**src/rtl/irps_pkg.sv**
```systemverilog
package irps_pkg;

    localparam int unsigned SEC_W   = 32;
    localparam int unsigned USEC_W  = 20;
    localparam int unsigned DUR_W   = 24;
    localparam int unsigned GAP_W   = 6;
    localparam int unsigned CFG_W   = 24;
    localparam int unsigned CFG_IDX_W = 2;

    localparam logic [DUR_W-1:0] DUR_MAX      = {DUR_W{1'b1}};
    localparam int unsigned      USEC_PER_SEC = 1000000;

    // command codes
    localparam logic CMD_EDGE  = 1'b0;
    localparam logic CMD_START = 1'b1;

    // register indexes
    localparam logic [CFG_IDX_W-1:0] REG_ACTIVE_LOW   = 2'd0;
    localparam logic [CFG_IDX_W-1:0] REG_GLITCH_LIMIT = 2'd1;
    localparam logic [CFG_IDX_W-1:0] REG_SPACE_LIMIT  = 2'd2;
    localparam logic [CFG_IDX_W-1:0] REG_GAP_SECONDS  = 2'd3;

    // register reset values
    localparam logic             RST_ACTIVE_LOW   = 1'b0;
    localparam logic [DUR_W-1:0] RST_GLITCH_LIMIT = 24'd250;
    localparam logic [DUR_W-1:0] RST_SPACE_LIMIT  = 24'd20000;
    localparam logic [GAP_W-1:0] RST_GAP_SECONDS  = 6'd15;

    localparam int unsigned QUEUE_DEPTH_DEF = 4;

    typedef struct packed {
        logic             active_low;
        logic [DUR_W-1:0] glitch_limit;
        logic [DUR_W-1:0] space_limit;
        logic [GAP_W-1:0] gap_seconds;
    } t_cfg;

    // classified item handed from front to back
    typedef struct packed {
        logic             cmd;
        logic [DUR_W-1:0] data;
        logic             pulse;
    } t_item;

    typedef struct packed {
        logic [DUR_W-1:0] duration;
        logic             pulse;
        logic             last;
    } t_word;

endpackage

```
**src/rtl/irps_front.sv**
```systemverilog
module irps_front (
    input  logic               i_clk,
    input  logic               i_rst_n,
    input  irps_pkg::t_cfg     i_cfg,
    input  logic               i_valid,
    output logic               o_ready,
    input  logic               i_cmd,
    input  logic               i_level,
    input  logic [31:0]        i_time_sec,
    input  logic [19:0]        i_time_usec,
    input  logic               i_q_full,
    output logic               o_q_push,
    output irps_pkg::t_item    o_q_item
);
    import irps_pkg::*;

    localparam int unsigned MUL_W = 26;
    localparam int unsigned SUM_W = MUL_W + 1;

    // stage 1: timestamp compare against the previous edge
    logic               r_s1_valid;
    logic               r_s1_cmd;
    logic               r_s1_level;
    logic               r_s1_back;
    logic               r_s1_gap;
    logic [GAP_W-1:0]   r_s1_secd;
    logic [USEC_W-1:0]  r_s1_usec;
    logic [USEC_W-1:0]  r_s1_pusec;
    logic [SEC_W-1:0]   r_prev_sec;
    logic [USEC_W-1:0]  r_prev_usec;

    // stage 2: duration and pulse/space
    logic               r_s2_valid;
    t_item              r_s2_item;
    logic               r_polarity;

    logic               s2_move;
    logic               s1_move;
    logic               in_xfer;
    logic [SEC_W-1:0]   sec_diff;
    logic               back_c;
    logic               gap_c;
    logic [MUL_W-1:0]   prod;
    logic [SUM_W-1:0]   sum;
    logic [SUM_W-1:0]   diff;
    logic [DUR_W-1:0]   n_data;
    logic               n_polarity;
    logic               n_pulse;

    assign o_q_push = r_s2_valid && !i_q_full;
    assign o_q_item = r_s2_item;
    assign s2_move  = !r_s2_valid || o_q_push;
    assign s1_move  = r_s1_valid && s2_move;
    assign o_ready  = !r_s1_valid || s2_move;
    assign in_xfer  = i_valid && o_ready;

    assign sec_diff = i_time_sec - r_prev_sec;
    assign back_c   = (i_time_sec < r_prev_sec) ||
                      ((i_time_sec == r_prev_sec) && (i_time_usec < r_prev_usec));
    assign gap_c    = sec_diff > {{(SEC_W-GAP_W){1'b0}}, i_cfg.gap_seconds};

    assign prod = {{(MUL_W-GAP_W){1'b0}}, r_s1_secd} * MUL_W'(USEC_PER_SEC);
    assign sum  = {1'b0, prod} + {{(SUM_W-USEC_W){1'b0}}, r_s1_usec};
    assign diff = sum - {{(SUM_W-USEC_W){1'b0}}, r_s1_pusec};

    always_comb begin
        n_polarity = r_polarity;
        if (r_s1_cmd == CMD_START) begin
            n_polarity = i_cfg.active_low;
            n_data     = '0;
        end else if (r_s1_back) begin
            n_data = DUR_MAX;
        end else if (r_s1_gap) begin
            n_data = DUR_MAX;
            // a long gap at pulse level means the polarity was wrong
            if (r_s1_level == r_polarity) begin
                n_polarity = !r_polarity;
            end
        end else if (sum < {{(SUM_W-USEC_W){1'b0}}, r_s1_pusec}) begin
            n_data = '0;
        end else if (diff > {{(SUM_W-DUR_W){1'b0}}, DUR_MAX}) begin
            n_data = DUR_MAX;
        end else begin
            n_data = diff[DUR_W-1:0];
        end
        n_pulse = (r_s1_level == n_polarity);
    end

    always_ff @(posedge i_clk) begin
        if (!i_rst_n) begin
            r_s1_valid  <= 1'b0;
            r_s2_valid  <= 1'b0;
            r_prev_sec  <= '0;
            r_prev_usec <= '0;
            r_polarity  <= 1'b0;
        end else begin
            if (in_xfer) begin
                r_s1_valid  <= 1'b1;
                r_prev_sec  <= i_time_sec;
                r_prev_usec <= i_time_usec;
            end else if (s1_move) begin
                r_s1_valid <= 1'b0;
            end
            if (s1_move) begin
                r_s2_valid <= 1'b1;
                r_polarity <= n_polarity;
            end else if (o_q_push) begin
                r_s2_valid <= 1'b0;
            end
        end
    end

    always_ff @(posedge i_clk) begin
        if (in_xfer) begin
            r_s1_cmd   <= i_cmd;
            r_s1_level <= i_level;
            r_s1_back  <= back_c;
            r_s1_gap   <= gap_c;
            r_s1_secd  <= sec_diff[GAP_W-1:0];
            r_s1_usec  <= i_time_usec;
            r_s1_pusec <= r_prev_usec;
        end
        if (s1_move) begin
            r_s2_item.cmd   <= r_s1_cmd;
            r_s2_item.data  <= n_data;
            r_s2_item.pulse <= n_pulse;
        end
    end

endmodule

```
**src/rtl/irps_queue.sv**
```systemverilog
module irps_queue #(
    parameter int unsigned DEPTH = irps_pkg::QUEUE_DEPTH_DEF
) (
    input  logic             i_clk,
    input  logic             i_rst_n,
    input  logic             i_push,
    input  irps_pkg::t_item  i_item,
    output logic             o_full,
    input  logic             i_pop,
    output logic             o_valid,
    output irps_pkg::t_item  o_item
);
    import irps_pkg::*;

    localparam int unsigned AW = (DEPTH > 1) ? $clog2(DEPTH) : 1;
    localparam int unsigned CW = $clog2(DEPTH + 1);

    t_item           r_mem [DEPTH];
    logic [AW-1:0]   r_wr;
    logic [AW-1:0]   r_rd;
    logic [CW-1:0]   r_cnt;
    logic            do_push;
    logic            do_pop;

    assign o_full  = (r_cnt == CW'(DEPTH));
    assign o_valid = (r_cnt != '0);
    assign o_item  = r_mem[r_rd];
    assign do_push = i_push && !o_full;
    assign do_pop  = i_pop && o_valid;

    always_ff @(posedge i_clk) begin
        if (!i_rst_n) begin
            r_wr  <= '0;
            r_rd  <= '0;
            r_cnt <= '0;
        end else begin
            if (do_push) begin
                r_wr <= (r_wr == AW'(DEPTH - 1)) ? '0 : r_wr + AW'(1);
            end
            if (do_pop) begin
                r_rd <= (r_rd == AW'(DEPTH - 1)) ? '0 : r_rd + AW'(1);
            end
            case ({do_push, do_pop})
                2'b10:   r_cnt <= r_cnt + CW'(1);
                2'b01:   r_cnt <= r_cnt - CW'(1);
                default: r_cnt <= r_cnt;
            endcase
        end
    end

    always_ff @(posedge i_clk) begin
        if (do_push) begin
            r_mem[r_wr] <= i_item;
        end
    end

endmodule

```
**src/rtl/irps_back.sv**
```systemverilog
module irps_back (
    input  logic             i_clk,
    input  logic             i_rst_n,
    input  irps_pkg::t_cfg   i_cfg,
    input  logic             i_q_valid,
    input  irps_pkg::t_item  i_q_item,
    output logic             o_q_pop,
    output logic             o_valid,
    input  logic             i_ready,
    output irps_pkg::t_word  o_word
);
    import irps_pkg::*;

    function automatic logic [DUR_W-1:0] sat_add(input logic [DUR_W-1:0] a,
                                                  input logic [DUR_W-1:0] b);
        logic [DUR_W:0] s;
        s = {1'b0, a} + {1'b0, b};
        return s[DUR_W] ? DUR_MAX : s[DUR_W-1:0];
    endfunction

    // filter state
    logic              r_holding;
    logic [DUR_W-1:0]  r_held_space;
    logic [DUR_W-1:0]  r_held_pulse;

    // pending result words, head at slot 0
    t_word             r_w [3];
    logic [1:0]        r_cnt;
    t_word             r_out;
    logic              r_out_valid;

    logic              move;
    logic [1:0]        cnt_after;
    logic              n_holding;
    logic [DUR_W-1:0]  n_held_space;
    logic [DUR_W-1:0]  n_held_pulse;
    logic [DUR_W-1:0]  hp_sum;
    logic [DUR_W-1:0]  hs_sum;
    logic [1:0]        n_words;
    t_word             nw [3];

    assign move      = (r_cnt != 2'd0) && (!r_out_valid || i_ready);
    assign cnt_after = r_cnt - {1'b0, move};
    assign o_q_pop   = i_q_valid && (cnt_after == 2'd0);
    assign o_valid   = r_out_valid;
    assign o_word    = r_out;

    assign hp_sum = sat_add(r_held_pulse, i_q_item.data);
    assign hs_sum = sat_add(sat_add(r_held_space, r_held_pulse), i_q_item.data);

    always_comb begin
        n_holding    = r_holding;
        n_held_space = r_held_space;
        n_held_pulse = r_held_pulse;
        n_words      = 2'd0;
        nw[0]        = '{duration: r_held_space, pulse: 1'b0, last: 1'b0};
        nw[1]        = '{duration: r_held_pulse, pulse: 1'b1, last: 1'b0};
        nw[2]        = '{duration: i_q_item.data, pulse: i_q_item.pulse, last: 1'b1};
        if (i_q_item.cmd == CMD_START) begin
            n_holding    = 1'b0;
            n_held_space = '0;
            n_held_pulse = '0;
        end else if (r_holding && i_q_item.pulse) begin
            // glitch pulse merges until enough pulse time gathers
            if (hp_sum > i_cfg.glitch_limit) begin
                nw[1].duration = hp_sum;
                nw[1].last     = 1'b1;
                n_words        = 2'd2;
                n_holding      = 1'b0;
                n_held_pulse   = '0;
            end else begin
                n_held_pulse = hp_sum;
            end
        end else if (!i_q_item.pulse && (i_q_item.data > i_cfg.space_limit)) begin
            if (!r_holding) begin
                n_held_space = i_q_item.data;
                n_holding    = 1'b1;
            end else begin
                n_held_space = hs_sum;
                n_held_pulse = '0;
            end
        end else if (!i_q_item.pulse && r_holding) begin
            n_words      = 2'd3;
            n_holding    = 1'b0;
            n_held_pulse = '0;
        end else begin
            nw[0]   = nw[2];
            n_words = 2'd1;
        end
    end

    always_ff @(posedge i_clk) begin
        if (!i_rst_n) begin
            r_holding    <= 1'b0;
            r_held_space <= '0;
            r_held_pulse <= '0;
            r_cnt        <= 2'd0;
            r_out_valid  <= 1'b0;
        end else begin
            if (o_q_pop) begin
                r_holding    <= n_holding;
                r_held_space <= n_held_space;
                r_held_pulse <= n_held_pulse;
                r_cnt        <= n_words;
            end else begin
                r_cnt <= cnt_after;
            end
            if (move) begin
                r_out_valid <= 1'b1;
            end else if (i_ready) begin
                r_out_valid <= 1'b0;
            end
        end
    end

    always_ff @(posedge i_clk) begin
        if (move) begin
            r_out <= r_w[0];
        end
        if (o_q_pop) begin
            r_w[0] <= nw[0];
            r_w[1] <= nw[1];
            r_w[2] <= nw[2];
        end else if (move) begin
            r_w[0] <= r_w[1];
            r_w[1] <= r_w[2];
        end
    end

endmodule

```
**src/rtl/ir_edge_pulse_space_recorder_unit.sv**
```systemverilog
// IR edge pulse/space recorder with glitch filter.
// Input channel (i_valid/o_ready): one transfer per receiver edge with its
// level and seconds/microseconds timestamp, or a start command that loads
// the timestamp and polarity and clears the filter.
// Output channel (o_valid/i_ready): 24-bit duration words marked pulse or
// space; o_last flags the final word caused by one input transfer. An edge
// gives zero to three words; a start gives none.
// Configuration: i_cfg_we writes register i_cfg_index with i_cfg_data in
// the same cycle; write only while the block is idle.
// Path: front stages 1 and 2, the queue, pending words, output register.
// Throughput: the front takes one edge per cycle while the queue has room;
// the back drains one word per cycle unless the receiver stalls, and pops
// the next item as the last word pending moves out. A queue of QUEUE_DEPTH
// items lets edges keep coming while words wait. When the receiver stalls,
// the output register holds its word, the pending words and queue fill, and
// o_ready drops once the queue and both front stages are full.
// Reset clears timestamps, polarity, filter state and all valid flags, and
// loads the register defaults.
module ir_edge_pulse_space_recorder_unit #(
    parameter int unsigned QUEUE_DEPTH = irps_pkg::QUEUE_DEPTH_DEF
) (
    input  logic                          i_clk,
    input  logic                          i_rst_n,
    input  logic                          i_cfg_we,
    input  logic [irps_pkg::CFG_IDX_W-1:0] i_cfg_index,
    input  logic [irps_pkg::CFG_W-1:0]    i_cfg_data,
    input  logic                          i_valid,
    output logic                          o_ready,
    input  logic                          i_cmd,
    input  logic                          i_level,
    input  logic [31:0]                   i_time_sec,
    input  logic [19:0]                   i_time_usec,
    output logic                          o_valid,
    input  logic                          i_ready,
    output logic [23:0]                   o_duration_us,
    output logic                          o_is_pulse,
    output logic                          o_last
);
    import irps_pkg::*;

    t_cfg   r_cfg;
    logic   q_full;
    logic   q_push;
    t_item  q_in;
    logic   q_pop;
    logic   q_valid;
    t_item  q_out;
    t_word  word;

    always_ff @(posedge i_clk) begin
        if (!i_rst_n) begin
            r_cfg.active_low   <= RST_ACTIVE_LOW;
            r_cfg.glitch_limit <= RST_GLITCH_LIMIT;
            r_cfg.space_limit  <= RST_SPACE_LIMIT;
            r_cfg.gap_seconds  <= RST_GAP_SECONDS;
        end else if (i_cfg_we) begin
            case (i_cfg_index)
                REG_ACTIVE_LOW:   r_cfg.active_low   <= i_cfg_data[0];
                REG_GLITCH_LIMIT: r_cfg.glitch_limit <= i_cfg_data[DUR_W-1:0];
                REG_SPACE_LIMIT:  r_cfg.space_limit  <= i_cfg_data[DUR_W-1:0];
                REG_GAP_SECONDS:  r_cfg.gap_seconds  <= i_cfg_data[GAP_W-1:0];
                default:          r_cfg <= r_cfg;
            endcase
        end
    end

    irps_front u_front (
        .i_clk       (i_clk),
        .i_rst_n     (i_rst_n),
        .i_cfg       (r_cfg),
        .i_valid     (i_valid),
        .o_ready     (o_ready),
        .i_cmd       (i_cmd),
        .i_level     (i_level),
        .i_time_sec  (i_time_sec),
        .i_time_usec (i_time_usec),
        .i_q_full    (q_full),
        .o_q_push    (q_push),
        .o_q_item    (q_in)
    );

    irps_queue #(
        .DEPTH (QUEUE_DEPTH)
    ) u_queue (
        .i_clk   (i_clk),
        .i_rst_n (i_rst_n),
        .i_push  (q_push),
        .i_item  (q_in),
        .o_full  (q_full),
        .i_pop   (q_pop),
        .o_valid (q_valid),
        .o_item  (q_out)
    );

    irps_back u_back (
        .i_clk     (i_clk),
        .i_rst_n   (i_rst_n),
        .i_cfg     (r_cfg),
        .i_q_valid (q_valid),
        .i_q_item  (q_out),
        .o_q_pop   (q_pop),
        .o_valid   (o_valid),
        .i_ready   (i_ready),
        .o_word    (word)
    );

    assign o_duration_us = word.duration;
    assign o_is_pulse    = word.pulse;
    assign o_last        = word.last;

endmodule
```
**config.mk**
```make
export PLATFORM = sky130hd
export DESIGN_NAME = ir_edge_pulse_space_recorder_unit
export DESIGN_NICKNAME = d
export VERILOG_FILES = /design/src/rtl/irps_pkg.sv /design/src/rtl/irps_front.sv /design/src/rtl/irps_queue.sv /design/src/rtl/irps_back.sv /design/src/rtl/ir_edge_pulse_space_recorder_unit.sv
export SDC_FILE = /design/constraint.sdc
export NUM_CORES = 1
export LEC_CHECK = 0
export BUFFER_PORTS_ARGS = -buffer_cell sky130_fd_sc_hd__clkbuf_2
export CAP_MARGIN = 15
export CORE_ASPECT_RATIO = 0.6
export CORE_MARGIN = 3
export CORE_UTILIZATION = 35
export DETAILED_ROUTE_END_ITERATION = 16
export PLACE_DENSITY = 0.62
export SETUP_SLACK_MARGIN = 0.1
export SKIP_CTS_REPAIR_TIMING = 1
export SLEW_MARGIN = 20
export SYNTH_ARGS = -nofsm -noshare
export SYNTH_HDL_FRONTEND = slang
export SYNTH_SLANG_ARGS = --single-unit
```
**constraint.sdc**
```tcl
create_clock -name i_clk -period 6.7 [get_ports i_clk]
set_clock_uncertainty 0.2 [all_clocks]
set_input_delay 0.67 -clock i_clk [delete_from_list [all_inputs] [get_ports i_clk]]
set_output_delay 0.67 -clock i_clk [all_outputs]
set_load 0.02 [all_outputs]
```
==> flow_summary.yaml <==
sta:
  max_freq_ghz: 0.1579
  maxSlewViolCount: 0
  finalSetupViolCount: 0
  tightestPinTransition_ns: 1.028
  relSlewSlack: 0.3144
  fin_setup_tns_ns: 0
  post-route-period-util: 0.9454
  period_needed_ns: 6.334
  hold_viol: 0
  rsz0062_at_grt: "false"
synth:
  synth_top_family_by_area: "compound AO/OA/AOI/OAI gates"
  synth_edf_count: 283
  syn_inst: 2693
  async_flop_share: 0
  ys_ff_latch: 454
  synth.area.mux_share: 0.03887
  synth_compound_area_frac: 0.1750
  synth-adder-area-share: 0.1306
  yosys.area_share.simple: 0.1293
  synth_fp_nets: 3048
  synthTopCellsByArea: "edfxtp_1, dfxtp_1, ha_1"
  avgSynthCellArea_um2: 9.970
  synth_top_cell_by_area: "edfxtp_1"
  synth-main-ff-cell: "edfxtp_1"
  yosys.area_share.xor_xnor: 0.03947
  syn-cell-area_mm2: 0.02685
  ys_types: 80
  yosysSeqAreaShare: 0.4440
  synth_top_area_frac: 0.3165
  synth_warnings: 0
setup_path:
  crit_arrival_ns: 6.67
  end_kind: "flip-flop"
  cpMostUsedCell: "buf_4"
  cp_slowest_cell: "dfxtp_1"
  start_kind: "flip-flop"
  cp_slowest_stage_delay_ns: 0.48
  worst-path-max-fanout: 22
  crit_type: "flip-flop to flip-flop"
  cp.required_ns: 7.04
  path_cells: "buf_6 -> mux4_2 -> ha_1 -> nand3_1 -> a2111oi_1 -> nor2_1 -> a311oi_2 -> a21oi_2 -> o21a_1 -> buf_4 -> nand2_1 -> ha_1 -> a21o_1 -> a211o_1 -> o22ai_1 -> a21oi_1 -> a21oi_1 -> a21oi_2 -> buf_4 -> nor4_2 -> buf_4 -> inv_1 -> o21ai_0"
cells_and_area:
  fin_nets: 3215
  final_cell_mix: "nand2_1, edfxtp_1, ha_1, a21oi_1, inv_1"
  fillers: 7293
  regArea_mm2: 0.01193
  area_growth_pct: 14.19
  final_common_cell: "nand2_1"
  drive_gt1_frac: 0.1291
  multi_input_area_mm2: 0.01386
pwr:
  leakage_uw: 0.01247
  cellPowerDensity_mw_per_mm2: 392.6
  max-vdd-ir-drop_mv: 0.6347
  finalPower_uw: 12040
placement:
  io_buffers: 112
  gp_congestion: 1.001
  place_hpwl_um: 61020
floorplanning:
  die_x_um: 363.6
  ios: 113
  die_height_um: 220.5
  start_util: 0.3591
  die-area_mm2: 0.08018
  core_mm2: 0.07476
  rows: 77
drt:
  drt_pre_antenna_iters: 8
  drt-initial-drc-count: 2411
  post_drt_via_cell_ratio: 5.424
  wl_per_cell_um: 20.67
  wl_um: 80350
  drcViolationCount: 0
  num_vias: 21090
  drtAntennaViolNets: 0
cts:
  clkLatencyLatePin_ns: 0.64
  tritoncts: "built"
  cts_max_level: 2
  cts-root-buf: "clkbuf_16"
  clockBufferDepth: 3
  clock_sinks: 454
  numCtsBuffers: 46
  clk_pin_slew_ns: 0.07
run:
  max_cap_violations: 0
worst_hold_path:
  hold_path.class: "primary input to flip-flop"
global_routing:
  grt_usage: 0.1989
  grt_pass1_vias: 19070
  grt_antenna_before_repair: 3
  grt_pass1_wl_um: 121000
  grt-ovfl-total: 0
  grt_max_degree: 73
run_status:
  status: "complete, no violations"
-- Yosys cell counts, types with 5 or more instances --
library cell	count
dfxtp_1	171
a21oi_1	228
and4_1	8
ha_1	253
buf_4	6
mux2i_1	42
edfxtp_1	283
nor2_1	155
nand3_1	38
inv_1	205
o21bai_1	18
a22o_1	24
a21o_1	92
o21a_1	25
nor3_1	31
buf_2	5
nor2b_1	25
a41oi_2	21
o21ai_0	144
xor2_1	49
nand2_1	389
mux4_2	26
and3_1	17
a31oi_1	14
o211ai_1	18
a221o_1	9
xnor2_1	72
or2_2	9
or3_1	14
buf_1	7
nand2b_1	28
fa_1	17
a31o_2	5
clkbuf_1	68
a2111oi_0	5
a41oi_1	9
o21ai_1	9
nor3b_1	9
and2_1	12
a211oi_1	15
nor4_1	9
nand3b_1	5
nand4_1	18
o31ai_1	27
-- registers in the layout, indices dropped and copies added, names as in the netlist, 2 cells and up, named ones only --
signal and flops:
u_queue.r_mem 104, u_back.r_w 77, r_cfg 55, u_front.r_prev_sec 32
u_back.o_word 26, u_front.o_q_item 26, u_back.r_held_pulse 24, u_back.r_held_space 24
u_front.r_prev_usec 20, u_front.r_s1_pusec 20, u_front.r_s1_usec 20, u_front.r_s1_secd 6
u_queue.r_cnt 3, u_back.r_cnt 2, u_queue.r_rd 2, u_queue.r_wr 2
-- power breakdown --
group | switching, uW | total (uW) | internal [uW]
registers | 197 | 3770 | 3570
clock network | 1210 | 2660 | 1450
logic | 3680 | 5610 | 1930
-- layer usage --
layer,GRT usage,share of wire,up-vias
met5,0.02674,0.0038,-
met4,0.03473,0.013,4
met3,0.08029,0.14,79
met2,0.2337,0.34,983
met1,0.3225,0.51,9960
li1,-,-,10060
-- worst max-delay path: cells and delay by family (launching register included) --
kind,cells,cell delay (ns)
multiplexers,1,0.39
buffers and inverters,5,1.16
flip-flops,1,0.48
AND/OR/NAND/NOR,4,0.81
adder cells (fa/ha/maj),2,0.70
AO/OA/AOI/OAI,11,2.46
-- final timing paths --
| kind | start | end | slack, ns | cells after the start |
|---|---|---|---|---|
| max reg2reg | flip-flop | u_back.r_held_pulse[0] | 0.37 | 23 |
| min | i_time_usec[0] | u_front.r_s1_usec[0] | 0.04 | 1 |
| max | flip-flop | u_back.r_held_pulse[0] | 0.37 | 23 |
| min reg2reg | u_back.r_w[0][6] | u_back.o_word[6] | 0.21 | 0 |
-- stage by stage --
stage / setup slack [ns] / hold slack [ns] / util / cell area [um2] / std cells
final: 0.3660 / 0.04287 / 0.4101 / 30660 / 3887
after global routing: 0.08019 / 0.02652 / 0.4100 / 30650 / 3885
after CTS: 0.07939 / -0.01642 / 0.4076 / 30470 / 3867
after detailed placement: 0.1519 / 0.2045 / 0.3870 / 28930 / 3781
after global placement: 0.3218 / 0.2025 / 0.3870 / 28930 / 3781
after floorplan: 0.2659 / 0.2003 / - / 26850 / 2693
-- cells by family (layout without fill, tap and decap cells) --
kind of cell	Yosys count	count (layout)
adders and majority gates	270	270
xor gates and xnor gates	121	121
other	0	2
buffers and inverters	294	499
and+or+nand+nor	777	777
muxes	71	71
DFF	454	454
AOI/OAI and AO/OA	706	706
-- final cells by class --
cell class	count	area share
diodes	2	0.0001632
clock buffers	64	0.04420
clock inverters	22	0.005958
inverters	206	0.02534
multi-input cells	1945	0.4522
flip-flops and latches	454	0.3890
well taps	987	0.04028
repair buffers	207	0.04289
(Power assumes the default switching activity.)
